$ cat config.mk
export PLATFORM = sky130hd
export DESIGN_NAME = bit_vector_approx_string_match
export DESIGN_NICKNAME = d
export VERILOG_FILES = /design/src/rtl/bvm_pkg.sv /design/src/rtl/bit_vector_approx_string_match.sv /design/src/rtl/bvm_ram.sv /design/src/rtl/bvm_advance.sv
export SDC_FILE = /design/constraint.sdc
export NUM_CORES = 2
export LEC_CHECK = 0
export BUFFER_PORTS_ARGS = -buffer_cell sky130_fd_sc_hd__buf_2
export CELL_PAD_IN_SITES_DETAIL_PLACEMENT = 1
export CELL_PAD_IN_SITES_GLOBAL_PLACEMENT = 1
export CORE_MARGIN = 4
export CORE_UTILIZATION = 55
export DETAILED_ROUTE_END_ITERATION = 6
export GPL_TIMING_DRIVEN = 0
export HOLD_SLACK_MARGIN = 0.03
export PLACE_DENSITY = 0.92
export SLEW_MARGIN = 20
export SYNTH_ARGS = -nofsm -noshare
export SYNTH_HDL_FRONTEND = slang
export SYNTH_HIERARCHICAL = 1
export SYNTH_SLANG_ARGS = --single-unit
$ cat constraint.sdc
create_clock -name clk -period 98.3 [get_ports clk]
set_input_delay 19.66 -clock clk [delete_from_list [all_inputs] [get_ports clk]]
set_output_delay 19.66 -clock clk [all_outputs]
set_load 0.005 [all_outputs]
$ cat src/rtl/bvm_pkg.sv
// Shared types and constants for the bit-vector approximate string matcher.
package bvm_pkg;

    localparam int WORD_BITS_DEF  = 64;
    localparam int MAX_BLOCKS_DEF = 4;
    localparam int ALPHABET       = 256;

    localparam int SYM_W      = 8;
    localparam int LEN_W      = 9;
    localparam int POS_W      = 32;
    localparam int SCORE_W    = 16;
    localparam int CFG_IDX_W  = 1;
    localparam int CFG_DATA_W = 9;

    localparam logic [CFG_IDX_W-1:0] CFG_PATTERN_LENGTH = 1'b0;
    localparam logic [CFG_IDX_W-1:0] CFG_MAX_DISTANCE   = 1'b1;

    typedef struct packed {
        logic             mode;
        logic [7:0]       pattern_index;
        logic [SYM_W-1:0] symbol;
        logic             first;
    } item_t;

    typedef struct packed {
        logic [LEN_W-1:0] distance;
        logic [POS_W-1:0] position;
    } result_t;

endpackage

$ cat src/rtl/bit_vector_approx_string_match.sv
// Top level: pattern store, block state memory and the per-item sequencer.
//
// Usage: items arrive on the item channel (valid/ready). With mode 0 an item
// writes one pattern byte at pattern_index; it produces no result, and the
// sequencer reads the pattern row, writes it back and returns to idle. With
// mode 1 an item is a text byte; first restarts the search. Block state for
// each 64-row block sits in a RAM with registered read data; the sequencer
// reads one block a cycle, advances it with the carry from the block below
// and writes it back, then decides the band and the score. The sweep covers
// the active blocks plus one more when the band may grow. At most one result
// (distance, position) comes out per text byte, held in an output register
// until result_ready; the next item is taken while it waits, but a second
// result stalls the sequencer until the first is taken. Configuration
// (pattern_length, max_distance) is written through cfg_write by the user
// only while idle; the block does not enforce it. Reset clears control state
// and marks all block entries as holding their reset vectors; the pattern
// store holds garbage until written.
module bit_vector_approx_string_match #(
    parameter int WORD_BITS  = bvm_pkg::WORD_BITS_DEF,
    parameter int MAX_BLOCKS = bvm_pkg::MAX_BLOCKS_DEF
) (
    input  logic                                clk,
    input  logic                                rst_n,
    input  logic                                item_valid,
    output logic                                item_ready,
    input  bvm_pkg::item_t                      item,
    output logic                                result_valid,
    input  logic                                result_ready,
    output bvm_pkg::result_t                    result,
    input  logic                                cfg_write,
    input  logic [bvm_pkg::CFG_IDX_W-1:0]       cfg_index,
    input  logic [bvm_pkg::CFG_DATA_W-1:0]      cfg_data
);

    import bvm_pkg::*;

    localparam int BW   = (MAX_BLOCKS > 1) ? $clog2(MAX_BLOCKS) : 1;
    localparam int RW   = $clog2(WORD_BITS + 1);
    localparam int CW   = $clog2(WORD_BITS);
    localparam int VW   = 2 * WORD_BITS + SCORE_W;
    localparam int PW   = WORD_BITS * 8;
    localparam int CAP  = (WORD_BITS * MAX_BLOCKS < 256) ? WORD_BITS * MAX_BLOCKS : 256;

    localparam logic [2:0] ST_IDLE  = 3'd0;
    localparam logic [2:0] ST_SWEEP = 3'd1;
    localparam logic [2:0] ST_FIN   = 3'd2;
    localparam logic [2:0] ST_PRD   = 3'd3;
    localparam logic [2:0] ST_PWR   = 3'd4;

    function automatic logic [7:0] sym_mod(input logic [7:0] s);
        logic [16:0] r;
        r = {9'd0, s};
        for (int i = 7; i >= 0; i--)
        begin
            if (r >= 17'(ALPHABET << i))
            begin
                r = r - 17'(ALPHABET << i);
            end
        end
        return r[7:0];
    endfunction

    function automatic logic [SCORE_W-1:0] sat16(input logic signed [19:0] v);
        if (v < 0)
        begin
            return '0;
        end
        else if (v > 20'sd65535)
        begin
            return '1;
        end
        return v[SCORE_W-1:0];
    endfunction

    // configuration
    logic [LEN_W-1:0] plen_reg;
    logic [LEN_W-1:0] kdist_reg;

    always_ff @(posedge clk or negedge rst_n)
    begin
        if (!rst_n)
        begin
            plen_reg  <= LEN_W'(1);
            kdist_reg <= '0;
        end
        else if (cfg_write)
        begin
            case (cfg_index)
                CFG_PATTERN_LENGTH: plen_reg  <= cfg_data;
                CFG_MAX_DISTANCE:   kdist_reg <= cfg_data;
                default:            ;
            endcase
        end
    end

    // derived from configuration
    logic [LEN_W-1:0] m_len;
    logic [BW-1:0]    last_blk;
    logic [BW-1:0]    ystart;
    logic [RW-1:0]    rows_last;

    always_comb
    begin
        if (plen_reg == '0)
        begin
            m_len = LEN_W'(1);
        end
        else if (int'(plen_reg) > CAP)
        begin
            m_len = LEN_W'(CAP);
        end
        else
        begin
            m_len = plen_reg;
        end
        last_blk = '0;
        ystart   = '0;
        for (int b = 1; b < MAX_BLOCKS; b++)
        begin
            if (b * WORD_BITS < int'(m_len))
            begin
                last_blk = BW'(b);
            end
            if (b * WORD_BITS < int'(kdist_reg))
            begin
                ystart = BW'(b);
            end
        end
        if (ystart > last_blk)
        begin
            ystart = last_blk;
        end
        rows_last = RW'(int'(m_len) - int'(last_blk) * WORD_BITS);
    end

    // sequencer registers
    logic [2:0]            state_reg, state_next;
    logic [7:0]            sym_reg, sym_next;
    logic                  first_reg, first_next;
    logic [BW-1:0]         y_reg, y_next;
    logic [BW-1:0]         rd_end_reg, rd_end_next;
    logic                  ext_ok_reg, ext_ok_next;
    logic [BW-1:0]         rd_idx_reg, rd_idx_next;
    logic                  rd_more_reg, rd_more_next;
    logic                  pr_vld_reg, pr_vld_next;
    logic [BW-1:0]         pr_idx_reg, pr_idx_next;
    logic signed [1:0]     carry_reg, carry_next;
    logic [SCORE_W-1:0]    score_y_reg, score_y_next;
    logic                  ext_hit_reg, ext_hit_next;
    logic [SCORE_W-1:0]    ext_score_reg, ext_score_next;
    logic [MAX_BLOCKS-1:0] flags_reg, flags_next;
    logic [MAX_BLOCKS-1:0] valid_reg, valid_next;
    logic [BW-1:0]         top_reg, top_next;
    logic [POS_W-1:0]      pos_reg, pos_next;
    logic [POS_W-1:0]      pos_out_reg, pos_out_next;
    logic [BW-1:0]         prow_reg, prow_next;
    logic [CW-1:0]         pbyte_reg, pbyte_next;
    logic                  result_valid_reg, result_valid_next;
    result_t               result_reg, result_next;

    // memories
    logic          pram_we;
    logic [BW-1:0] pram_raddr;
    logic [PW-1:0] pram_wdata;
    logic [PW-1:0] pram_rdata;
    logic          vram_we;
    logic [VW-1:0] vram_wdata;
    logic [VW-1:0] vram_rdata;

    bvm_ram #(.WIDTH(PW), .DEPTH(MAX_BLOCKS)) u_pattern_ram (
        .clk   (clk),
        .we    (pram_we),
        .waddr (prow_reg),
        .wdata (pram_wdata),
        .raddr (pram_raddr),
        .rdata (pram_rdata)
    );

    bvm_ram #(.WIDTH(VW), .DEPTH(MAX_BLOCKS)) u_block_ram (
        .clk   (clk),
        .we    (vram_we),
        .waddr (pr_idx_reg),
        .wdata (vram_wdata),
        .raddr (rd_idx_reg),
        .rdata (vram_rdata)
    );

    // block datapath
    logic                  is_ext;
    logic                  use_init;
    logic [WORD_BITS-1:0]  cur_pv;
    logic [WORD_BITS-1:0]  cur_mv;
    logic [SCORE_W-1:0]    cur_score;
    logic [RW-1:0]         rows_cur;
    logic [WORD_BITS-1:0]  adv_pv;
    logic [WORD_BITS-1:0]  adv_mv;
    logic signed [1:0]     adv_h;
    logic                  adv_eq0;
    logic [SCORE_W-1:0]    new_score;
    logic signed [19:0]    sum_n;
    logic signed [19:0]    sum_e;
    logic signed [19:0]    band_gap;
    logic                  ext_cond;

    always_comb
    begin
        is_ext   = ext_ok_reg && (pr_idx_reg > y_reg);
        use_init = first_reg || is_ext;
        rows_cur = (pr_idx_reg == last_blk) ? rows_last : RW'(WORD_BITS);
        if (use_init)
        begin
            cur_pv    = '1;
            cur_mv    = '0;
            cur_score = (pr_idx_reg == last_blk) ? SCORE_W'(m_len)
                                                 : SCORE_W'((int'(pr_idx_reg) + 1) * WORD_BITS);
        end
        else if (valid_reg[pr_idx_reg])
        begin
            cur_pv    = vram_rdata[WORD_BITS-1:0];
            cur_mv    = vram_rdata[2*WORD_BITS-1:WORD_BITS];
            cur_score = vram_rdata[VW-1:2*WORD_BITS];
        end
        else
        begin
            cur_pv    = '1;
            cur_mv    = '0;
            cur_score = SCORE_W'((int'(pr_idx_reg) + 1) * WORD_BITS);
        end
    end

    bvm_advance #(.WORD_BITS(WORD_BITS)) u_advance (
        .pv       (cur_pv),
        .mv       (cur_mv),
        .pat_row  (pram_rdata),
        .sym      (sym_reg),
        .rows     (rows_cur),
        .hin      (carry_reg),
        .pv_next  (adv_pv),
        .mv_next  (adv_mv),
        .hout     (adv_h),
        .eq_first (adv_eq0)
    );

    always_comb
    begin
        sum_n     = $signed({4'b0000, cur_score}) + 20'(adv_h);
        new_score = sat16(sum_n);
        sum_e     = $signed({4'b0000, score_y_reg} + 20'(rows_cur) - 20'(carry_reg)
                            + 20'(adv_h));
        band_gap  = $signed({4'b0000, score_y_reg}) - 20'(carry_reg);
        ext_cond  = (band_gap <= $signed({11'd0, kdist_reg})) &&
                    (adv_eq0 || (carry_reg < 0));
    end

    // band shrink and report
    logic [BW-1:0]      y_shrink;
    logic [BW-1:0]      y_final;
    logic [SCORE_W-1:0] score_final;
    logic               emit;
    logic               fin_go;

    always_comb
    begin
        y_shrink = '0;
        for (int i = 0; i < MAX_BLOCKS; i++)
        begin
            if ((BW'(i) <= y_reg) && ((i == 0) || !flags_reg[i]))
            begin
                y_shrink = BW'(i);
            end
        end
        y_final     = ext_hit_reg ? BW'(y_reg + BW'(1)) : y_shrink;
        score_final = ext_hit_reg ? ext_score_reg : score_y_reg;
        emit        = (y_final == last_blk) &&
                      (17'(score_final) <= 17'(kdist_reg));
        fin_go      = !emit || !result_valid_reg || result_ready;
    end

    // accept-time values
    logic [BW-1:0] y_acc;
    logic [BW-1:0] prow_acc;
    logic          prow_ok;

    always_comb
    begin
        y_acc = item.first ? ystart : top_reg;
        if (y_acc > last_blk)
        begin
            y_acc = last_blk;
        end
        prow_acc = '0;
        for (int b = 1; b < MAX_BLOCKS; b++)
        begin
            if (int'(item.pattern_index) >= b * WORD_BITS)
            begin
                prow_acc = BW'(b);
            end
        end
        prow_ok = int'(item.pattern_index) < MAX_BLOCKS * WORD_BITS;
    end

    assign item_ready   = (state_reg == ST_IDLE);
    assign result_valid = result_valid_reg;
    assign result       = result_reg;
    assign pram_raddr   = (state_reg == ST_SWEEP) ? rd_idx_reg : prow_reg;

    always_comb
    begin
        pram_wdata = pram_rdata;
        pram_wdata[int'(pbyte_reg)*8 +: 8] = sym_reg;
    end

    always_comb
    begin
        state_next        = state_reg;
        sym_next          = sym_reg;
        first_next        = first_reg;
        y_next            = y_reg;
        rd_end_next       = rd_end_reg;
        ext_ok_next       = ext_ok_reg;
        rd_idx_next       = rd_idx_reg;
        rd_more_next      = rd_more_reg;
        pr_vld_next       = 1'b0;
        pr_idx_next       = pr_idx_reg;
        carry_next        = carry_reg;
        score_y_next      = score_y_reg;
        ext_hit_next      = ext_hit_reg;
        ext_score_next    = ext_score_reg;
        flags_next        = flags_reg;
        valid_next        = valid_reg;
        top_next          = top_reg;
        pos_next          = pos_reg;
        pos_out_next      = pos_out_reg;
        prow_next         = prow_reg;
        pbyte_next        = pbyte_reg;
        result_next       = result_reg;
        result_valid_next = result_valid_reg && !result_ready;
        pram_we           = 1'b0;
        vram_we           = 1'b0;
        vram_wdata        = {new_score, adv_mv, adv_pv};

        case (state_reg)
            ST_IDLE:
            begin
                if (item_valid)
                begin
                    sym_next = sym_mod(item.symbol);
                    if (item.mode)
                    begin
                        first_next   = item.first;
                        y_next       = y_acc;
                        ext_ok_next  = y_acc < last_blk;
                        rd_end_next  = (y_acc < last_blk) ? BW'(y_acc + BW'(1)) : y_acc;
                        rd_idx_next  = '0;
                        rd_more_next = 1'b1;
                        carry_next   = 2'sd0;
                        ext_hit_next = 1'b0;
                        pos_out_next = item.first ? '0 : pos_reg;
                        pos_next     = item.first ? POS_W'(1)
                                     : ((pos_reg == '1) ? pos_reg : pos_reg + POS_W'(1));
                        state_next   = ST_SWEEP;
                    end
                    else if (prow_ok)
                    begin
                        prow_next  = prow_acc;
                        pbyte_next = CW'(int'(item.pattern_index)
                                         - int'(prow_acc) * WORD_BITS);
                        state_next = ST_PRD;
                    end
                end
            end
            ST_SWEEP:
            begin
                // issue the next block read while the previous one is updated
                pr_vld_next  = rd_more_reg;
                pr_idx_next  = rd_idx_reg;
                rd_idx_next  = BW'(rd_idx_reg + BW'(1));
                rd_more_next = rd_more_reg && (rd_idx_reg != rd_end_reg);
                if (pr_vld_reg)
                begin
                    if (is_ext)
                    begin
                        if (ext_cond)
                        begin
                            vram_we        = 1'b1;
                            vram_wdata     = {sat16(sum_e), adv_mv, adv_pv};
                            valid_next[pr_idx_reg] = 1'b1;
                            ext_hit_next   = 1'b1;
                            ext_score_next = sat16(sum_e);
                        end
                    end
                    else
                    begin
                        vram_we    = 1'b1;
                        valid_next[pr_idx_reg] = 1'b1;
                        carry_next = adv_h;
                        flags_next[pr_idx_reg] = 17'(new_score) >=
                                                 17'(kdist_reg) + 17'(WORD_BITS);
                        if (pr_idx_reg == y_reg)
                        begin
                            score_y_next = new_score;
                        end
                    end
                    if (pr_idx_reg == rd_end_reg)
                    begin
                        state_next = ST_FIN;
                    end
                end
            end
            ST_FIN:
            begin
                if (fin_go)
                begin
                    top_next   = y_final;
                    state_next = ST_IDLE;
                    if (emit)
                    begin
                        result_valid_next    = 1'b1;
                        result_next.distance = score_final[LEN_W-1:0];
                        result_next.position = pos_out_reg;
                    end
                end
            end
            ST_PRD:
            begin
                state_next = ST_PWR;
            end
            ST_PWR:
            begin
                pram_we    = 1'b1;
                state_next = ST_IDLE;
            end
            default:
            begin
                state_next = ST_IDLE;
            end
        endcase
    end

    always_ff @(posedge clk or negedge rst_n)
    begin
        if (!rst_n)
        begin
            state_reg        <= ST_IDLE;
            rd_more_reg      <= 1'b0;
            pr_vld_reg       <= 1'b0;
            valid_reg        <= '0;
            top_reg          <= '0;
            pos_reg          <= '0;
            result_valid_reg <= 1'b0;
        end
        else
        begin
            state_reg        <= state_next;
            rd_more_reg      <= rd_more_next;
            pr_vld_reg       <= pr_vld_next;
            valid_reg        <= valid_next;
            top_reg          <= top_next;
            pos_reg          <= pos_next;
            result_valid_reg <= result_valid_next;
        end
    end

    always_ff @(posedge clk)
    begin
        sym_reg       <= sym_next;
        first_reg     <= first_next;
        y_reg         <= y_next;
        rd_end_reg    <= rd_end_next;
        ext_ok_reg    <= ext_ok_next;
        rd_idx_reg    <= rd_idx_next;
        pr_idx_reg    <= pr_idx_next;
        carry_reg     <= carry_next;
        score_y_reg   <= score_y_next;
        ext_hit_reg   <= ext_hit_next;
        ext_score_reg <= ext_score_next;
        flags_reg     <= flags_next;
        pos_out_reg   <= pos_out_next;
        prow_reg      <= prow_next;
        pbyte_reg     <= pbyte_next;
        result_reg    <= result_next;
    end

    a_vram_in_sweep: assert property (@(posedge clk) disable iff (!rst_n)
        vram_we |-> (state_reg == ST_SWEEP) && pr_vld_reg)
        else $error("block RAM written outside a sweep");

    a_pram_in_write: assert property (@(posedge clk) disable iff (!rst_n)
        pram_we |-> $past(state_reg) == ST_PRD)
        else $error("pattern RAM written without a prior row read");

    a_proc_in_range: assert property (@(posedge clk) disable iff (!rst_n)
        (state_reg == ST_SWEEP) && pr_vld_reg |-> pr_idx_reg <= rd_end_reg)
        else $error("block processed past the end of the band");

    a_result_from_fin: assert property (@(posedge clk) disable iff (!rst_n)
        $rose(result_valid) |-> $past(state_reg) == ST_FIN)
        else $error("result raised outside the finish step");

    a_fin_holds: assert property (@(posedge clk) disable iff (!rst_n)
        (state_reg == ST_FIN) && !fin_go |=> state_reg == ST_FIN)
        else $error("finish step left while the output is blocked");

endmodule

$ cat src/rtl/bvm_ram.sv
// Generic single-write, single-read RAM with registered read data.
module bvm_ram #(
    parameter int WIDTH = 8,
    parameter int DEPTH = 4
) (
    input  logic                                       clk,
    input  logic                                       we,
    input  logic [((DEPTH > 1) ? $clog2(DEPTH) : 1)-1:0] waddr,
    input  logic [WIDTH-1:0]                           wdata,
    input  logic [((DEPTH > 1) ? $clog2(DEPTH) : 1)-1:0] raddr,
    output logic [WIDTH-1:0]                           rdata
);

    logic [WIDTH-1:0] mem [DEPTH];

    always_ff @(posedge clk)
    begin
        if (we)
        begin
            mem[waddr] <= wdata;
        end
        rdata <= mem[raddr];
    end

endmodule

$ cat src/rtl/bvm_advance.sv
// One block step of the column update: match mask and delta-vector advance.
module bvm_advance #(
    parameter int WORD_BITS = 64
) (
    input  logic [WORD_BITS-1:0]                 pv,
    input  logic [WORD_BITS-1:0]                 mv,
    input  logic [WORD_BITS*8-1:0]               pat_row,
    input  logic [7:0]                           sym,
    input  logic [$clog2(WORD_BITS+1)-1:0]       rows,
    input  logic signed [1:0]                    hin,
    output logic [WORD_BITS-1:0]                 pv_next,
    output logic [WORD_BITS-1:0]                 mv_next,
    output logic signed [1:0]                    hout,
    output logic                                 eq_first
);

    localparam int RW = $clog2(WORD_BITS + 1);
    localparam int CW = $clog2(WORD_BITS);

    logic [WORD_BITS-1:0] eq;
    logic [WORD_BITS-1:0] eq_h;
    logic [WORD_BITS-1:0] xv;
    logic [WORD_BITS-1:0] xh;
    logic [WORD_BITS-1:0] ph;
    logic [WORD_BITS-1:0] mh;
    logic [WORD_BITS-1:0] ph_s;
    logic [WORD_BITS-1:0] mh_s;
    logic [CW-1:0]        ob;

    always_comb
    begin
        for (int j = 0; j < WORD_BITS; j++)
        begin
            eq[j] = (pat_row[j*8 +: 8] == sym) && (RW'(j) < rows);
        end
    end

    assign eq_first = eq[0];
    assign ob       = CW'(rows - RW'(1));

    always_comb
    begin
        xv   = eq | mv;
        eq_h = eq | {{(WORD_BITS-1){1'b0}}, hin[1]};
        xh   = (((eq_h & pv) + pv) ^ pv) | eq_h;
        ph   = mv | ~(xh | pv);
        mh   = pv & xh;
        case ({ph[ob], mh[ob]})
            2'b10:   hout = 2'sd1;
            2'b01:   hout = -2'sd1;
            default: hout = 2'sd0;
        endcase
        ph_s = {ph[WORD_BITS-2:0], 1'b0};
        mh_s = {mh[WORD_BITS-2:0], 1'b0};
        // feed the horizontal delta from the block below into row zero
        if (hin < 0)
        begin
            mh_s[0] = 1'b1;
        end
        else if (hin > 0)
        begin
            ph_s[0] = 1'b1;
        end
        pv_next = mh_s | ~(xv | ph_s);
        mv_next = ph_s & xv;
    end

endmodule

==> out/metrics.csv, run 1 <==
stage,metric,value,unit
status,status,did not finish,
yosys,ys_warn_count,6,
placement,io_buffers,73,
yosys,async_flop_share,1.782,%
global_routing,grt_max_degree,55,
floorplan,die_x,520.3,um
yosys,syn-cell-area,144300,um2
clocking,cts_root_buf,clkbuf_16,
status,stop_stage,global routing (5_1_grt),
placement,gp_congestion,0.9978,
floorplan,rows,187,
clocking,cts_sinks,3479,
yosys,ys_seq_area_share,67.62,%
yosys,ys_types,126,
clocking,cts_resized,0,
yosys,syn_nets,9003,
global_routing,grt_overflow_total,391,
yosys,syn_inst,8838,
yosys,syn_area_per_cell,16.33,um2
yosys,synth_edf_count,2761,
floorplan,die-height,520.3,um
yosys,synth-seq-cells,3479,
global_routing,grt_usage,65.98,%
status,stop_error,[ERROR GRT-0232] Routing congestion too high. Check the congestion heatmap in the GUI.,
clocking,hold_buffers,0,
placement,post-place-cells,12605,
yosys,synth_ff_type,edfxtp_1,
placement,dpl.hpwl,370300,um
clocking,htree_num_levels,5,
clocking,post-cts-setup-buffers,0,
clocking,clockBufferDepth,4,
floorplan,initial_core_util,55.42,%
global_routing,antenna_found_initial,128,
floorplan,ios,76,
clocking,numCtsBuffers,353,
==> cell usage after synthesis, types with 112 or more instances <==
| cell type | instances | area, um2 |
|---|---|---|
| a21oi_1 | 168 | 840.8 |
| and3_1 | 146 | 913.4 |
| clkbuf_1 | 181 | 679.4 |
| dfxtp_1 | 656 | 13130 |
| edfxtp_1 | 2761 | 82910 |
| ha_1 | 112 | 1401 |
| inv_1 | 135 | 506.7 |
| mux2_2 | 352 | 3964 |
| mux4_2 | 658 | 14820 |
| nand2_1 | 520 | 1952 |
| nand3_1 | 146 | 730.7 |
| nand4_1 | 121 | 757.0 |
| nor2_1 | 355 | 1333 |
| nor3_1 | 173 | 865.8 |
| o21ai_0 | 314 | 1572 |
| xnor2_1 | 417 | 3652 |
| xor2_1 | 185 | 1620 |
==> metrics by stage <==
step           cell area, um2  hold WS, ns  worst slack [ns]
4_1_cts                163200       0.4204             76.16
3_5_place_dp           152100       0.4077             76.06
3_3_place_gp           149100       0.4059             28.08
2_1_floorplan          144300       0.4003             58.60
==> kinds of logic after synthesis <==
| family | synth area share (%) |
|---|---|
| flops | 67.62 |
| simple gates | 6.926 |
| compound gates | 4.998 |
| mux | 13.06 |
| xor+xnor | 3.664 |
| buf+inv | 2.094 |
| fa+ha+maj | 1.637 |
==> layer usage <==
metal / overflow / global-route usage, %
met1: 16 / 64.16
met2: 187 / 79.58
met3: 24 / 56.29
met4: 159 / 63.40
met5: 5 / 35.94
==> run 2: changes to the inputs <==
--- a/config.mk
+++ b/config.mk
@@ -6,14 +6,11 @@
 export NUM_CORES = 2
 export LEC_CHECK = 0
 export BUFFER_PORTS_ARGS = -buffer_cell sky130_fd_sc_hd__buf_2
-export CELL_PAD_IN_SITES_DETAIL_PLACEMENT = 1
-export CELL_PAD_IN_SITES_GLOBAL_PLACEMENT = 1
 export CORE_MARGIN = 4
-export CORE_UTILIZATION = 55
+export CORE_UTILIZATION = 40
 export DETAILED_ROUTE_END_ITERATION = 6
 export GPL_TIMING_DRIVEN = 0
-export HOLD_SLACK_MARGIN = 0.03
-export PLACE_DENSITY = 0.92
+export PLACE_DENSITY_LB_ADDON = 0.15
 export SLEW_MARGIN = 20
 export SYNTH_ARGS = -nofsm -noshare
 export SYNTH_HDL_FRONTEND = slang
==> out/metrics.csv, run 2 <==
stage,metric,value,unit
status,status,completed,
clocking,post-cts-setup-buffers,0,
routing,wl_met2,225600,um
global_routing,grt_pass1_vias,85483,
cells_and_area,nNetsFinal,9704,
yosys,synth_common_cells,"edfxtp_1 (2761), mux4_2 (658), dfxtp_1 (656)",
clocking,cts_root_buf,clkbuf_16,
worst_setup_path,crit_type,register to output port,
placement,post-place-cells,13934,
yosys,async_flop_share,1.782,%
placement,dpl-instance-area,154600,um2
clocking,cts_tree,built,
yosys,syn_inst,8838,
floorplan,dieArea,370500,um2
worst_setup_path,path_cells,clkbuf_1 > nor3_1 > buf_2,
routing,drtPass1Iterations,6,
yosys,synth_edf_count,2761,
worst_setup_path,slowest_delay,0.52,ns
routing,viasPerCell,5.865,
yosys,syn_area_per_cell,16.33,um2
timing,hold_viol_final,0,
routing,dr_total_vias,85934,
floorplan,rows,220,
power,p_per_area,35.34,nW/um2
placement,io_buffers,73,
cells_and_area,final_cells,14653,
clocking,cts_resized,0,
timing,setup_viol,0,
yosys,synth_ff_type,edfxtp_1,
power,irDropWorstVdd,0.03815,mV
cells_and_area,mostFrequentLayoutCells,"edfxtp_1 (2761), mux4_2 (658), dfxtp_1 (656)",
timing,rsz0062_at_grt,no,
cells_and_area,fillers,31055,
routing,drtIter0Drc,9586,
global_routing,grt_pass1_wl,672300,um
worst_setup_path,cp_num_buf_inv,2,
placement,gp_congestion,0.9219,
worst_setup_path,critPathSlowestCell,nor3_1,
routing,ant_nets,0,
global_routing,grt_overflow_total,0,
worst_setup_path,worst_ep_required_time,78.64,ns
floorplan,initial_core_util,40.18,%
yosys,yosysMostFrequentCell,edfxtp_1,
floorplan,die_x,608.7,um
global_routing,grt_max_degree,47,
worst_setup_path,critPathMaxFanout,9,
yosys,ys_warn_count,6,
cells_and_area,area_growth,16.01,%
yosys,syn-cell-area,144300,um2
clocking,clk_latency,0.98,ns
global_routing,antenna_found_initial,24,
cells_and_area,layout_commonest_cell,edfxtp_1,
timing,fin_crit,21.88,ns
yosys,ys_seq_area_share,67.62,%
global_routing,grt_usage,25.55,%
clocking,htree_num_levels,5,
routing,routed.top_layer,met5,
clocking,numCtsBuffers,375,
yosys,yosys.area.top_type,edfxtp_1,
placement,dpl.hpwl,348900,um
routing,wl_met3,36410,um
yosys,syn_nets,9003,
cells_and_area,finish.utilization,46.61,%
yosys,synthTopCellsByArea,"edfxtp_1 (57%), mux4_2 (10%), dfxtp_1 (9.1%)",
power,p_leak,57.53,nW
clocking,clockBufferDepth,4,
timing,maxSlewViolCount,0,
cells_and_area,largest_reg_flops,2048,
clocking,cts_sinks,3479,
timing,setup_tns,0,ns
cells_and_area,fin_area,167400,um2
timing,finalClockSkew,0.08070,ns
timing,slew_headroom,14.15,%
worst_setup_path,critical_path.endpoint_type,output port,
clocking,clk_pin_slew,0.06,ns
floorplan,ios,76,
cells_and_area,top_register,u_pattern_ram/mem,
cells_and_area,drive_above_1_share,23.92,%
timing,holdWs,0.4176,ns
routing,wl_per_cell,33.01,um
floorplan,die-height,608.7,um
timing,period_share,22.26,%
yosys,synth_top_area_share,57.44,%
routing,drt_wl_total,483800,um
timing,tightest_slew,1.278,ns
worst_setup_path,crit_path_start_kind,register,
timing,fmax,0.04570,GHz
routing,wirelength_met1,198200,um
yosys,synth-seq-cells,3479,
cells_and_area,reg.largest.list,"u_pattern_ram/mem: 2048 flops, u_block_ram/mem: 576 flops, u_pattern_ram/rdata: 512 flops",
worst_setup_path,critPathTopFamily,simple AND/OR/NAND/NOR gates,
clocking,hold_buffers,0,
worst_setup_path,cp.arrival,2.22,ns
yosys,ys_types,126,
job,drv_cap,0,
hold_path,hold_class,register to register,
floorplan,core,359200,um2
routing,drc_errors,0,
==> run 2: final timing paths <==
kind / from / cells after the start / end / slack [ns]
setup / recovery: state_reg[0]$_DFFE_PN0P_ / 3 / item_ready / 76.42
hold / removal: pos_out_reg[3]$_SDFFCE_PP0P_ / 0 / result[3]$_DFFE_PP_ / 0.42
setup reg to reg: plen_reg[1]$_DFFE_PN0P_ / 51 / flags_reg[1]$_DFFE_PP_ / 82.11
hold reg to reg: pos_out_reg[3]$_SDFFCE_PP0P_ / 0 / result[3]$_DFFE_PP_ / 0.42
max in group asynchronous: rst_n / 2 / plen_reg[0]$_DFFE_PN1P_ / 79.10
min in group asynchronous: rst_n / 1 / pos_reg[30]$_DFFE_PN0P_ / 18.62
==> run 2: cell type report <==
type	count	area (um2)	share of cell area, %
clock buffers	496	10390	6.203
diodes	13	32.53	0.01943
flip-flops and latches	3479	97590	58.29
repair buffers	324	3829	2.287
clock inverters	209	2402	1.435
inverters	135	506.7	0.3026
plain buffers	413	2537	1.515
multi-input cells	4811	44180	26.39
well taps	4773	5972	3.567
==> run 2: cell families (layout without fill, tap and decap cells) <==
group	after synthesis	count (layout)	synth area share, %
AOI/OAI and AO/OA	1060	1060	4.998
xor gates and xnor gates	603	603	3.664
adders and majority gates	188	188	1.637
buffers and inverters	548	1577	2.094
DFF	3479	3479	67.62
muxes	1017	1017	13.06
other	0	13	0
and+or+nand+nor	1943	1943	6.926
==> run 2: worst register-to-register path, delay by kind of cell, from the launching register on <==
family                   cells  cell delay [ns]
AO/OA/AOI/OAI               23             6.71
AND/OR/NAND/NOR             16             5.41
adder cells (fa/ha/maj)      5             1.59
flip-flops                   1             0.46
buffers and inverters        7             1.64
==> run 2: where the power goes <==
group / internal, W / total (W) / switching (W)
registers: 0.00201 / 0.00214 / 0.000133
clock network: 0.000860 / 0.00146 / 0.000595
logic: 0.000872 / 0.00232 / 0.00145
==> run 2: metrics by stage <==
step	total power (W)	worst slack, ns
2_1_floorplan	0.003653	58.60
3_3_place_gp	0.004456	19.90
3_5_place_dp	0.004471	76.28
4_1_cts	0.005937	76.36
5_1_grt	0.006188	76.29
6_report	0.005918	76.42
==> run 2: layer usage <==
layer	track usage, %	vias up
li1	-	36080
met1	34.74	45343
met2	40.72	3670
met3	4.289	837
met4	10.80	4
met5	0	-
No activity file was read; power rests on OpenSTA's default activity.
